--- config.mk ---
export PLATFORM = sky130hd
export DESIGN_NAME = dbcs_printable_length_top_flat
export DESIGN_NICKNAME = d
export VERILOG_FILES = /design/src/hdl/dpl_pkg.sv /design/src/hdl/dpl_if.sv /design/src/hdl/dpl_front.sv /design/src/hdl/dpl_queue.sv /design/src/hdl/dpl_back.sv /design/src/hdl/dbcs_printable_length_top.sv /design/src/flat_wrapper.sv
export SDC_FILE = /design/constraint.sdc
export NUM_CORES = 1
export LEC_CHECK = 0
export ABC_AREA = 1
export BUFFER_PORTS_ARGS = -buffer_cell sky130_fd_sc_hd__buf_2
export CORE_ASPECT_RATIO = 1.75
export CORE_MARGIN = 2
export CORE_UTILIZATION = 35
export DETAILED_ROUTE_END_ITERATION = 7
export GPL_TIMING_DRIVEN = 1
export PLACE_DENSITY = 0.59
export SYNTH_ARGS = -nofsm -noshare
export SYNTH_HDL_FRONTEND = slang
export SYNTH_SLANG_ARGS = --single-unit
--- constraint.sdc ---
create_clock -name clk_i -period 5.5 [get_ports clk_i]
set_input_delay 0.275 -clock clk_i [delete_from_list [all_inputs] [get_ports clk_i]]
set_output_delay 0.275 -clock clk_i [all_outputs]
set_load 0.005 [all_outputs]
--- src/hdl/dpl_pkg.sv ---
// Package for the double-byte printable-length block: widths, codes,
// queue command type and byte classification helpers. No dependencies.
`timescale 1ns / 1ps
`default_nettype none

package dpl_pkg;

  localparam int BYTE_W     = 8;
  localparam int LETTER_W   = 16;
  localparam int LANG_W     = 4;
  localparam int LEN_W      = 11;
  localparam int MAX_LENGTH = 1024;
  localparam int LEN_CAP    = (1 << LEN_W) - 1;
  localparam logic [LEN_W-1:0] LEN_LIMIT =
    LEN_W'((MAX_LENGTH > LEN_CAP) ? LEN_CAP : MAX_LENGTH);

  // Command queue between decoder and result stage
  localparam int QUEUE_DEPTH = 2;
  localparam int QPTR_W      = (QUEUE_DEPTH > 1) ? $clog2(QUEUE_DEPTH) : 1;
  localparam int QCNT_W      = $clog2(QUEUE_DEPTH + 1);

  // Language register codes
  localparam logic [LANG_W-1:0] LANG_KOREAN = LANG_W'(10);
  localparam logic [LANG_W-1:0] LANG_SJIS   = LANG_W'(11);

  // Special byte values
  localparam logic [BYTE_W-1:0] CH_NUL   = 8'h00;
  localparam logic [BYTE_W-1:0] CH_LF    = 8'h0A;
  localparam logic [BYTE_W-1:0] CH_CR    = 8'h0D;
  localparam logic [BYTE_W-1:0] CH_CARET = 8'h5E;
  localparam logic [BYTE_W-1:0] CH_COL_LO = 8'h30;
  localparam logic [BYTE_W-1:0] CH_COL_HI = 8'h40;

  // One queued command: an optional letter result and an optional end result
  typedef struct packed {
    logic                has_letter;
    logic [LETTER_W-1:0] letter_code;
    logic                trailing_punct;
    logic                counted;
    logic                colour_code;
    logic                has_end;
  } dpl_cmd_t;

  // Decoder push toward the queue
  typedef struct packed {
    logic     valid;
    dpl_cmd_t cmd;
  } dpl_push_t;

  // Queue head toward the result stage
  typedef struct packed {
    logic     valid;
    dpl_cmd_t cmd;
  } dpl_head_t;

  function automatic logic korean_pair(input logic [BYTE_W-1:0] hi,
                                       input logic [BYTE_W-1:0] lo);
    return (hi >= 8'hB0) && (hi <= 8'hC8) && (lo > 8'hA0) && (lo != 8'hFF);
  endfunction

  function automatic logic sjis_pair(input logic [BYTE_W-1:0] hi,
                                     input logic [BYTE_W-1:0] lo);
    logic lead;
    logic trail;
    lead  = ((hi >= 8'h81) && (hi <= 8'h9F)) || ((hi >= 8'hE0) && (hi <= 8'hEF));
    trail = ((lo >= 8'h40) && (lo <= 8'h7E)) || ((lo >= 8'h80) && (lo <= 8'hFC));
    return lead && trail;
  endfunction

  function automatic logic single_punct(input logic [BYTE_W-1:0] c);
    return (c == 8'h21) || (c == 8'h3F) || (c == 8'h2C) ||
           (c == 8'h2E) || (c == 8'h3B) || (c == 8'h3A);
  endfunction

  // Shift-JIS full-width punctuation range 8140..8151
  function automatic logic sjis_punct(input logic [LETTER_W-1:0] code);
    return (code >= 16'h8140) && (code < 16'h8152);
  endfunction

endpackage

`default_nettype wire

--- src/hdl/dpl_if.sv ---
// Valid/ready channel interfaces for the text byte input and the result output.
// Depends on dpl_pkg for field widths.
`timescale 1ns / 1ps
`default_nettype none

interface dpl_byte_if;
  logic                        valid;
  logic                        ready;
  logic [dpl_pkg::BYTE_W-1:0]  text_byte;

  modport source (output valid, output text_byte, input ready);
  modport sink   (input valid, input text_byte, output ready);
endinterface

interface dpl_result_if;
  logic                         valid;
  logic                         ready;
  logic [dpl_pkg::LETTER_W-1:0] letter_code;
  logic                         trailing_punct;
  logic                         counted;
  logic                         colour_code;
  logic [dpl_pkg::LEN_W-1:0]    printed_length;
  logic                         end_of_string;

  modport source (output valid, output letter_code, output trailing_punct,
                  output counted, output colour_code, output printed_length,
                  output end_of_string, input ready);
  modport sink   (input valid, input letter_code, input trailing_punct,
                  input counted, input colour_code, input printed_length,
                  input end_of_string, output ready);
endinterface

`default_nettype wire

--- src/hdl/dpl_front.sv ---
// Decoder front end: accepts text bytes, keeps one byte of lookahead and
// the language register, and pushes letter/end commands. Uses dpl_pkg.
`timescale 1ns / 1ps
`default_nettype none

module dpl_front (
  input  logic                       clk_i,
  input  logic                       rst_ni,
  dpl_byte_if.sink                   text_i,
  input  logic                       cfg_we_i,
  input  logic [dpl_pkg::LANG_W-1:0] cfg_data_i,
  input  logic                       queue_full_i,
  output dpl_pkg::dpl_push_t         push_o
);
  import dpl_pkg::*;

  logic [LANG_W-1:0] lang_q;
  logic [BYTE_W-1:0] held_q, held_d;
  logic              held_valid_q, held_valid_d;

  logic              accept;
  logic [BYTE_W-1:0] b;
  logic              kor_hit, sj_hit, pair, colour, single, is_end;
  logic [LETTER_W-1:0] pair_code;

  assign b             = text_i.text_byte;
  assign text_i.ready  = !queue_full_i;
  assign accept        = text_i.valid && text_i.ready;

  // Classify the held byte against the incoming one
  always_comb begin
    pair_code = {held_q, b};
    kor_hit   = (lang_q == LANG_KOREAN) && korean_pair(held_q, b);
    sj_hit    = (lang_q == LANG_SJIS) && sjis_pair(held_q, b);
    pair      = held_valid_q && (kor_hit || sj_hit);
    colour    = held_valid_q && !pair && (held_q == CH_CARET) &&
                (b >= CH_COL_LO) && (b <= CH_COL_HI);
    single    = held_valid_q && !pair && !colour;
    is_end    = (b == CH_NUL) && !pair && !colour;
  end

  // Build the command for this transfer
  always_comb begin
    push_o.cmd.has_letter     = pair || colour || single;
    push_o.cmd.letter_code    = pair ? pair_code : {{(LETTER_W-BYTE_W){1'b0}}, held_q};
    push_o.cmd.trailing_punct = pair ? (sj_hit && sjis_punct(pair_code))
                                     : (single && single_punct(held_q));
    push_o.cmd.counted        = pair || (single && (held_q != CH_LF) && (held_q != CH_CR));
    push_o.cmd.colour_code    = colour;
    push_o.cmd.has_end        = is_end;
    push_o.valid              = accept && (pair || colour || single || is_end);
  end

  // Lookahead update
  always_comb begin
    held_d       = held_q;
    held_valid_d = held_valid_q;
    if (accept) begin
      if (pair || colour || (b == CH_NUL)) begin
        held_d       = CH_NUL;
        held_valid_d = 1'b0;
      end else begin
        held_d       = b;
        held_valid_d = 1'b1;
      end
    end
  end

  always_ff @(posedge clk_i or negedge rst_ni) begin
    if (!rst_ni) begin
      lang_q       <= '0;
      held_q       <= '0;
      held_valid_q <= 1'b0;
    end else begin
      if (cfg_we_i) begin
        lang_q <= cfg_data_i;
      end
      held_q       <= held_d;
      held_valid_q <= held_valid_d;
    end
  end

`ifndef NO_ASSERTIONS
  // An empty lookahead always reads as zero
  a_held_clear: assert property (@(posedge clk_i) disable iff (!rst_ni)
    !held_valid_q |-> (held_q == CH_NUL))
    else $error("held byte not cleared");
  // A zero byte always leaves the lookahead empty
  a_end_clears: assert property (@(posedge clk_i) disable iff (!rst_ni)
    (accept && (b == CH_NUL)) |=> !held_valid_q)
    else $error("lookahead kept after end of string");
`endif

endmodule

`default_nettype wire

--- src/hdl/dpl_queue.sv ---
// Short command queue between decoder and result stage.
// Register-based circular buffer; uses dpl_pkg.
`timescale 1ns / 1ps
`default_nettype none

module dpl_queue (
  input  logic               clk_i,
  input  logic               rst_ni,
  input  dpl_pkg::dpl_push_t push_i,
  output logic               full_o,
  output dpl_pkg::dpl_head_t head_o,
  input  logic               pop_i
);
  import dpl_pkg::*;

  dpl_cmd_t          mem_q [QUEUE_DEPTH];
  logic [QPTR_W-1:0] wr_q, rd_q;
  logic [QCNT_W-1:0] cnt_q;

  assign full_o       = (cnt_q == QCNT_W'(QUEUE_DEPTH));
  assign head_o.valid = (cnt_q != '0);
  assign head_o.cmd   = mem_q[rd_q];

  // Pointer wrap at the queue depth
  function automatic logic [QPTR_W-1:0] ptr_next(input logic [QPTR_W-1:0] p);
    return (p == QPTR_W'(QUEUE_DEPTH - 1)) ? '0 : p + QPTR_W'(1);
  endfunction

  always_ff @(posedge clk_i) begin
    if (push_i.valid) begin
      mem_q[wr_q] <= push_i.cmd;
    end
  end

  always_ff @(posedge clk_i or negedge rst_ni) begin
    if (!rst_ni) begin
      wr_q  <= '0;
      rd_q  <= '0;
      cnt_q <= '0;
    end else begin
      if (push_i.valid) begin
        wr_q <= ptr_next(wr_q);
      end
      if (pop_i) begin
        rd_q <= ptr_next(rd_q);
      end
      unique case ({push_i.valid, pop_i})
        2'b10:   cnt_q <= cnt_q + QCNT_W'(1);
        2'b01:   cnt_q <= cnt_q - QCNT_W'(1);
        default: cnt_q <= cnt_q;
      endcase
    end
  end

`ifndef NO_ASSERTIONS
  a_no_overflow: assert property (@(posedge clk_i) disable iff (!rst_ni)
    !(push_i.valid && full_o))
    else $error("push into full queue");
  a_no_underflow: assert property (@(posedge clk_i) disable iff (!rst_ni)
    !(pop_i && !head_o.valid))
    else $error("pop from empty queue");
`endif

endmodule

`default_nettype wire

--- src/hdl/dpl_back.sv ---
// Result stage: takes queued commands, keeps the running printed length and
// drives the registered result channel. Uses dpl_pkg and dpl_result_if.
`timescale 1ns / 1ps
`default_nettype none

module dpl_back (
  input  logic               clk_i,
  input  logic               rst_ni,
  input  dpl_pkg::dpl_head_t head_i,
  output logic               pop_o,
  dpl_result_if.source       result_o
);
  import dpl_pkg::*;

  logic [LEN_W-1:0]    len_q, len_d, len_inc;
  logic                phase_q, phase_d;
  logic                out_valid_q, out_valid_d;
  logic [LETTER_W-1:0] letter_q, letter_d;
  logic                punct_q, punct_d, counted_q, counted_d, colour_q, colour_d;
  logic [LEN_W-1:0]    plen_q, plen_d;
  logic                eos_q, eos_d;

  logic load, emit_letter, emit_end;

  // Output register free or being drained
  assign load        = head_i.valid && (!out_valid_q || result_o.ready);
  assign emit_letter = head_i.cmd.has_letter && !phase_q;
  assign emit_end    = !emit_letter;
  assign pop_o       = load && (emit_end || !head_i.cmd.has_end);
  assign len_inc     = (len_q < LEN_LIMIT) ? len_q + LEN_W'(1) : len_q;

  // Next result and running length
  always_comb begin
    len_d       = len_q;
    phase_d     = phase_q;
    letter_d    = letter_q;
    punct_d     = punct_q;
    counted_d   = counted_q;
    colour_d    = colour_q;
    plen_d      = plen_q;
    eos_d       = eos_q;
    out_valid_d = out_valid_q && !result_o.ready;
    if (load) begin
      out_valid_d = 1'b1;
      if (emit_letter) begin
        if (head_i.cmd.counted) begin
          len_d = len_inc;
        end
        phase_d   = head_i.cmd.has_end;
        letter_d  = head_i.cmd.letter_code;
        punct_d   = head_i.cmd.trailing_punct;
        counted_d = head_i.cmd.counted;
        colour_d  = head_i.cmd.colour_code;
        plen_d    = head_i.cmd.counted ? len_inc : len_q;
        eos_d     = 1'b0;
      end else begin
        len_d     = '0;
        phase_d   = 1'b0;
        letter_d  = '0;
        punct_d   = 1'b0;
        counted_d = 1'b0;
        colour_d  = 1'b0;
        plen_d    = len_q;
        eos_d     = 1'b1;
      end
    end
  end

  always_ff @(posedge clk_i or negedge rst_ni) begin
    if (!rst_ni) begin
      len_q       <= '0;
      phase_q     <= 1'b0;
      out_valid_q <= 1'b0;
    end else begin
      len_q       <= len_d;
      phase_q     <= phase_d;
      out_valid_q <= out_valid_d;
    end
  end

  // Result payload
  always_ff @(posedge clk_i) begin
    letter_q  <= letter_d;
    punct_q   <= punct_d;
    counted_q <= counted_d;
    colour_q  <= colour_d;
    plen_q    <= plen_d;
    eos_q     <= eos_d;
  end

  assign result_o.valid          = out_valid_q;
  assign result_o.letter_code    = letter_q;
  assign result_o.trailing_punct = punct_q;
  assign result_o.counted        = counted_q;
  assign result_o.colour_code    = colour_q;
  assign result_o.printed_length = plen_q;
  assign result_o.end_of_string  = eos_q;

`ifndef NO_ASSERTIONS
  a_len_limit: assert property (@(posedge clk_i) disable iff (!rst_ni)
    len_q <= LEN_LIMIT)
    else $error("length above limit");
  a_phase_head: assert property (@(posedge clk_i) disable iff (!rst_ni)
    phase_q |-> (head_i.valid && head_i.cmd.has_end))
    else $error("pending end result without queued command");
  a_end_resets: assert property (@(posedge clk_i) disable iff (!rst_ni)
    (load && emit_end) |=> (len_q == '0))
    else $error("length not cleared after end of string");
`endif

endmodule

`default_nettype wire

--- src/hdl/dbcs_printable_length_top.sv ---
// Top level of the double-byte printable-length block.
// Instantiates dpl_front, dpl_queue and dpl_back; uses dpl_pkg and dpl_if.
//
//   Port         Dir  Kind          Payload
//   text_i       in   valid/ready   text_byte[7:0]
//   result_o     out  valid/ready   letter_code, flags, printed_length, end_of_string
//   cfg_we_i     in   write strobe  cfg_data_i[3:0] -> language register
//
// One byte is taken per cycle while the command queue is not full; a byte
// that yields a letter plus end of string gives two results in turn through
// the single result register in dpl_back. Commands pass through the queue into it.
// The two-entry command queue lets input and output stall independently.
// Asynchronous active-low reset clears lookahead, length, queue and register.
`timescale 1ns / 1ps
`default_nettype none

module dbcs_printable_length_top (
  input  logic                       clk_i,
  input  logic                       rst_ni,
  dpl_byte_if.sink                   text_i,
  dpl_result_if.source               result_o,
  input  logic                       cfg_we_i,
  input  logic [dpl_pkg::LANG_W-1:0] cfg_data_i
);
  import dpl_pkg::*;

  dpl_push_t push;
  dpl_head_t head;
  logic      queue_full;
  logic      pop;

  dpl_front u_front (
    .clk_i        (clk_i),
    .rst_ni       (rst_ni),
    .text_i       (text_i),
    .cfg_we_i     (cfg_we_i),
    .cfg_data_i   (cfg_data_i),
    .queue_full_i (queue_full),
    .push_o       (push)
  );

  dpl_queue u_queue (
    .clk_i  (clk_i),
    .rst_ni (rst_ni),
    .push_i (push),
    .full_o (queue_full),
    .head_o (head),
    .pop_i  (pop)
  );

  dpl_back u_back (
    .clk_i    (clk_i),
    .rst_ni   (rst_ni),
    .head_i   (head),
    .pop_o    (pop),
    .result_o (result_o)
  );

endmodule

`default_nettype wire
--- src/flat_wrapper.sv ---
// flat-port wrapper written by rule: the top's interface ports become plain ports
module dbcs_printable_length_top_flat import dpl_pkg::*;
  (clk_i, rst_ni, cfg_we_i, cfg_data_i, text_i_valid, text_i_text_byte, text_i_ready, result_o_valid, result_o_letter_code, result_o_trailing_punct, result_o_counted, result_o_colour_code, result_o_printed_length, result_o_end_of_string, result_o_ready);
  dpl_byte_if text_i_i ();
  dpl_result_if result_o_i ();
  input  logic clk_i;
  input  logic rst_ni;
  input  logic cfg_we_i;
  input  logic [dpl_pkg::LANG_W-1:0] cfg_data_i;
  input wire logic [$bits(text_i_i.valid)-1:0] text_i_valid;
  input wire logic [$bits(text_i_i.text_byte)-1:0] text_i_text_byte;
  output wire logic [$bits(text_i_i.ready)-1:0] text_i_ready;
  output wire logic [$bits(result_o_i.valid)-1:0] result_o_valid;
  output wire logic [$bits(result_o_i.letter_code)-1:0] result_o_letter_code;
  output wire logic [$bits(result_o_i.trailing_punct)-1:0] result_o_trailing_punct;
  output wire logic [$bits(result_o_i.counted)-1:0] result_o_counted;
  output wire logic [$bits(result_o_i.colour_code)-1:0] result_o_colour_code;
  output wire logic [$bits(result_o_i.printed_length)-1:0] result_o_printed_length;
  output wire logic [$bits(result_o_i.end_of_string)-1:0] result_o_end_of_string;
  input wire logic [$bits(result_o_i.ready)-1:0] result_o_ready;
  assign text_i_i.valid = text_i_valid;
  assign text_i_i.text_byte = text_i_text_byte;
  assign text_i_ready = text_i_i.ready;
  assign result_o_valid = result_o_i.valid;
  assign result_o_letter_code = result_o_i.letter_code;
  assign result_o_trailing_punct = result_o_i.trailing_punct;
  assign result_o_counted = result_o_i.counted;
  assign result_o_colour_code = result_o_i.colour_code;
  assign result_o_printed_length = result_o_i.printed_length;
  assign result_o_end_of_string = result_o_i.end_of_string;
  assign result_o_i.ready = result_o_ready;
  dbcs_printable_length_top u_core (.clk_i(clk_i), .rst_ni(rst_ni), .text_i(text_i_i), .result_o(result_o_i), .cfg_we_i(cfg_we_i), .cfg_data_i(cfg_data_i));
endmodule
======== Word-level counts from Yosys, hierarchy flattened ========
Memory sizes are Yosys's and may differ from the RTL's.
Index checks and enable logic that the tools add are counted.
word-level totals
  word-level logic and storage cells ...... 123
  RAM bits ................................ 42
  output and inout port bits .............. 33
  bits in read-only memories .............. 0
  register bits after elaboration ......... 61
  input bits .............................. 17
  latch bits .............................. 0
  memories ................................ 1
cells by class
  multiplexer cells ....................... 16
  eq/ne operators ......................... 15
  add/subtract/negate cells ............... 5
  $mul .................................... 0
  shifts and indexed selects .............. 0
  magnitude comparators ................... 16
  divide/modulo/power cells ............... 0
  bitwise logic cells ..................... 0
  reduce and logical (&&, ||, !) cells .... 55
memory list
  memory                depth  width  rd ports  clocked after memory_dff  wr ports  line             RTL
  u_core.u_queue.mem_q  2      21     1         0                         1         dpl_queue.sv:16  dpl_cmd_t mem_q [QUEUE_DEPTH];
operators with widths
  kind                                                                               count
  8-bit by 6-bit equality test with 1-bit output (second input constant)             6
  11-bit 2-to-1 mux                                                                  4
  8-bit >= comparator (second input constant)                                        4
  8-bit less-or-equal comparator (second input constant)                             4
  1-bit logical AND                                                                  29
  16-bit >= comparator (second input constant)                                       1
  8-bit by 7-bit less-or-equal comparator with 1-bit output (second input constant)  2
  16-bit less-than comparator (second input constant)                                1
  16-bit 2-to-1 mux                                                                  1
  8-bit by 4-bit != test with 1-bit output (second input constant)                   2
  1-bit logical OR                                                                   15
  11-bit by 1-bit adder with 11-bit output (second input constant)                   1
  11-bit less-than comparator (second input constant)                                1
  1-bit 2-to-1 mux                                                                   9
  4-bit equality test (second input constant)                                        2
  8-bit by 7-bit equality test with 1-bit output (second input constant)             1
  8-bit by 6-bit >= comparator with 1-bit output (second input constant)             1
  8-bit by 7-bit >= comparator with 1-bit output (second input constant)             1
  8-bit > comparator (second input constant)                                         1
  1-bit logical NOT                                                                  8
  8-bit logical NOT                                                                  1
  8-bit 2-to-1 mux                                                                   1
  8-bit != test (second input constant)                                              1
  2-bit equality test (second input constant)                                        2
  6 further kinds                                                                    8

======== Depth between registers and ports, before layout ========
  depth in word-level cells ............... 19
  gate-level depth with buffers ........... 13
  mapped depth without buffers ............ 11

======== Modules after synthesis ========
A second synthesis with hierarchy kept.
unflattened totals
  cell total of the unflattened synthesis .. 523
  area total of the unflattened synthesis .. 5041.1 um2
by module, submodules not included
  module     area each (um2)  instances  sequential area each (um2)  cells each
  dpl_back   2010.7           1          1256.2                      199
  dpl_queue  1878.1           1          1361.3                      134
  dpl_front  1152.4           1          325.3                       190

======== Least setup slack after synthesis ========
No wires, ideal clock.
  path kind ............................... input-to-reg
  from .................................... input text_i_text_byte[7]
  to ...................................... memory u_core.u_queue.mem_q[0][0] (netlist bit), enable pin
  stages on the path ...................... 6
  arrival time ............................ 1963 ps
  path buffers ............................ 1
  setup slack ............................. 3138 ps
  library setup time ...................... 399 ps
  required time ........................... 5101 ps
  path through ............................ buf_2 > nor2_1 > nand2_1 > nor3_1 > o21ai_1 > nor2_1
RTL lines
  item                line                RTL
  start: declaration  flat_wrapper.sv:11  input wire logic [$bits(text_i_i.text_byte)-1:0] text_i_text_byte;
  end: declaration    dpl_queue.sv:16

======== Worst setup path in the final report ========
  from .................................... register u_core.u_queue.rd_q
  to ...................................... register u_core.u_back.len_q[10]
between the ends
  word-level cells in the longest chain between the ends .. 3
  elaborated cells on any way between the ends .. 4
  classes of those cells .................. mux (2); reduce/logical (1); memory (1)
RTL lines
  item                                                           line             RTL
  start: declaration                                             dpl_queue.sv:17  logic [QPTR_W-1:0] wr_q, rd_q;
  start signal: assignment                                       dpl_queue.sv:45  rd_q <= ptr_next(rd_q);
  memory read 2 x 21 bit *                                       --
  11-bit 2-to-1 mux / 1-bit logical AND (equally long branches)  --
  11-bit 2-to-1 mux *                                            dpl_back.sv:45   if (emit_letter) begin
  end signal: assignment                                         dpl_back.sv:75   len_q <= len_d;
  end: declaration                                               dpl_back.sv:15   logic [LEN_W-1:0] len_q, len_d, len_inc;
Every way passes the cells marked *; elsewhere a longest branch is shown, timed or not.
A chain may end at the register's enable or synchronous reset.

==> impl_results.md <==
* Synth area leaders: edfxtp_1 48%, dfrtp_1 16%, nand2_1 9.7%
* Post-route ant nets at 0
* Drt drc at 0
* Yosys top cell by area: edfxtp_1
* Placed cell area at 5010 um2
* Core box area at 12900 um2
* Global route hottest layer: met2
* TritonCTS buffer count at 9
* Met2 Usage GRT at 25.0%
* Total grt overflow at 0
* DR vias/cell at 4.79
* Height of the die at 156 um
* Syn. warnings at 0
* Post-Route WL at 9.41 mm
* Final hold violation count at 14
* Dominant synthesized flop cell: edfxtp_1
* Switching Power at 0.000926 W
* Compound-cell area share of the yosys netlist at 9.04%
* Vias in the first global route at 3109
* Die width at 90.6 um
* RSZ-0062 raised after global routing: false
* TritonCTS clock tree: yes
* Pwr Density at 495 nW/um2
* # resized after CTS at 0
* Multi-input logic area at 1410 um2
* Failing checks: negative hold slack
* Clk pwr share at 23.2%
* Die ar. at 14100 um2
* CP required at 5.76 ns
* Area growth, synth to finish at 15.3%
* Simple-gate share of the synthesized area at 19.9%
* Worst R2R Path Depth at 7
* Main combinational cell family by area after synthesis: simple AND/OR/NAND/NOR gates
* Synth Area in XOR/XNOR at 0.763%
* RD Place Congestion at 0.953
* Ys async rst share at 29.1%
* Final setup violation count at 0
* Wire per inst at 13.8 um
* Max-slew violations at 0
* Max Clk Rate at 0.303 GHz
* Crit end category: flop
* Arrival @ worst endpoint at 3.56 ns
* Worst Clk Skew at 0.00994 ns
* Critical path peak fanout at 23
* Io pins at 50
* Netlist cell types at 38
* Fillers at 1271
* CP Cell Sequence: inv_2 > nor2_1 > nor3_2 > inv_1 > a21oi_1 > nand3_1 > o21ai_1
* Flop pwr share at 49.3%
* CP startpoint kind: flop
* Setup_tns at 0 ns
* Adder-cell share of the synthesized area at 0.545%
* Average size of a mapped cell at 10.1 um2
* Met1 GRT Util at 16.3%
* Most frequent cell after synthesis: nand2_1
* # rows at 55
* Worst vdd ir at 166 uV
* EDFF count, synth at 73
* Max-cap violations at 0
* Reg area at 2940 um2
* First-pass GRT wire length at 15.8 mm
* Layout cells sized above 1 at 17.2%
* P_int at 0.00170 W
* CTS Sinks at 103
* # port buffers at 49
* Seq/Total Area, Yosys at 64.1%
* Post-Layout Cell Count at 682
* Synth Cell Area at 4590 um2
* Hold-fix buffers, CTS at 0
* Synth top cells by count: 119 x nand2_1, 73 x edfxtp_1, 39 x inv_1
* RR Endpoint: u_core.u_back.len_q[10]
* Post-CTS Setup Bufs at 0
* Clock H-tree levels at 3
* Net Count, Synth at 476
* Clk buf depth at 2
* Hold WS at -0.0281 ns
* CP Class: flop to flop
* Status: finished, violations left
* Vias at 3266
* Gr usage total at 14.2%
* Slew margin rel. at 24.6%
* Reg2reg setup slack at 2.20 ns
* Placed cells at 666
* # nets final at 525
* First-pass DRT Iterations at 4
* Initial antenna violation count at 0
* Starting Density at 35.7%
* Syn Inst Count at 457
* Mux share of post-synthesis cell area at 0.490%
* Largest net degree at the start of global routing at 31
* ANT cells at 0
* CTS Root Cell: clkbuf_16
* Post-DP HPWL at 7.01 mm
* Start of the worst register-to-register path: u_core.u_queue.rd_q
* Initial drt markers at 143
* Clk_lat worst skew at 0.35 ns
* Design area at 5300 um2
* Worst Setup EP: u_core.u_back.len_q[10]
* #FFs+latches synth at 103
* Critical-path top delay cell: nor3_2
* CP Launch Point: u_core.u_queue.rd_q
* Synth top area share at 47.7%
* Power share of the combinational group at 27.4%
* Clock Pin Slew Worst Setup and Hold Paths at 0.07 ns
* Met3 usage at 2.66%
* Static Leakage at 2.18 nW
* Net Sw Frac at 35.3%
* Slew @ Worst Pin at 1.13 ns
* Fin crit share at 60.0%
* Crit path largest cell delay at 0.85 ns
* Hold crit path type: input pin to async pin
* Fin crit period at 3.30 ns
worst max-delay path: cells and delay by family, from the launching register on:
| kind | cells | cell delay, ns |
|---|---|---|
| simple gates | 3 | 1.07 |
| flops | 1 | 0.64 |
| compound gates | 2 | 0.49 |
| buf+inv | 2 | 1.01 |
cell usage in the layout, fill, tap and decap left out, types with 2 or more instances in the layout:
| cell | instances |
|---|---|
| nand2_1 | 119 |
| nor4_1 | 2 |
| mux2_2 | 2 |
| xor2_1 | 3 |
| nand3_1 | 30 |
| clkinv_4 | 4 |
| buf_2 | 49 |
| nor2_1 | 37 |
| clkbuf_16 | 9 |
| buf_4 | 4 |
| inv_6 | 2 |
| o21ai_2 | 2 |
| inv_1 | 39 |
| nor3_1 | 7 |
| o21ai_0 | 32 |
| a21oi_1 | 23 |
| nand2_2 | 4 |
| ha_1 | 2 |
| inv_2 | 3 |
| nor2_4 | 2 |
| o21ai_1 | 12 |
| nand4_1 | 5 |
| edfxtp_1 | 73 |
| dfrtp_1 | 30 |
flip-flops by register name, summed over array words and instances (netlist names), 2 cells and up:
signal / flops
u_core.u_back.len_q: 11
u_core.u_back.result_o.letter_code: 16
u_core.u_back.result_o.printed_length: 11
u_core.u_front.held_q: 8
u_core.u_front.lang_q: 4
u_core.u_queue.cnt_q: 2
u_core.u_queue.mem_q: 42
power by group through the flow:
stage	combinational, W	clock [W]	sequential [W]
after CTS	0.000733	0.000628	0.00130
final	0.000719	0.000609	0.00129
after global placement	0.000714	0	0.00131
after global routing	0.000833	0.000659	0.00132
after detailed placement	0.000731	0	0.00131
after floorplan	0.000498	0	0.00126
how the worst min path moves through the flow:
stage / startpoint / endpoint / slack [ns]
after detailed placement: rst_ni / u_core.u_back.len_q[7] / 0.39
after global routing: rst_ni / u_core.u_back.len_q[7] / 0.03
after floorplan: rst_ni / u_core.u_back.len_q[0] / -0.02
after global placement: rst_ni / u_core.u_back.len_q[7] / 0.38
final: rst_ni / u_core.u_back.len_q[6] / -0.03
after CTS: rst_ni / u_core.u_back.len_q[7] / 0.004
final cells by class:
cell class	instances	area share, %
sequential	103	55.6
multi-input combinational	296	26.6
timing repair buffer	53	5.20
clock buffer	9	4.25
tap	171	4.04
inverter	43	3.09
clock inverter	7	1.20
stage by stage:
| stage | worst slack (ns) | hold WS (ns) | power (W) | util (%) |
|---|---|---|---|---|
| 4_1_cts | 2.14 | 0.00439 | 0.00266 | 41.2 |
| 5_1_grt | 1.78 | 0.0253 | 0.00282 | 41.2 |
| 3_3_place_gp | 2.34 | 0.375 | 0.00203 | 38.9 |
| 6_report | 2.20 | -0.0281 | 0.00262 | 41.2 |
| 2_1_floorplan | 3.14 | -0.0206 | 0.00176 | - |
| 3_5_place_dp | 2.16 | 0.394 | 0.00204 | 38.9 |
layer usage:
layer,wire (um),vias to the layer above
met3,324,18
met2,5020,72
met4,269,0
li1,-,1648
met1,3800,1528
met5,0,-
cell families after synthesis:
kind of cell | after synthesis
compound gates | 76
xor+xnor | 4
fa+ha+maj | 2
buf+inv | 58
flops | 103
mux | 2
simple gates | 212
No activity file was read; power rests on OpenSTA's default activity.
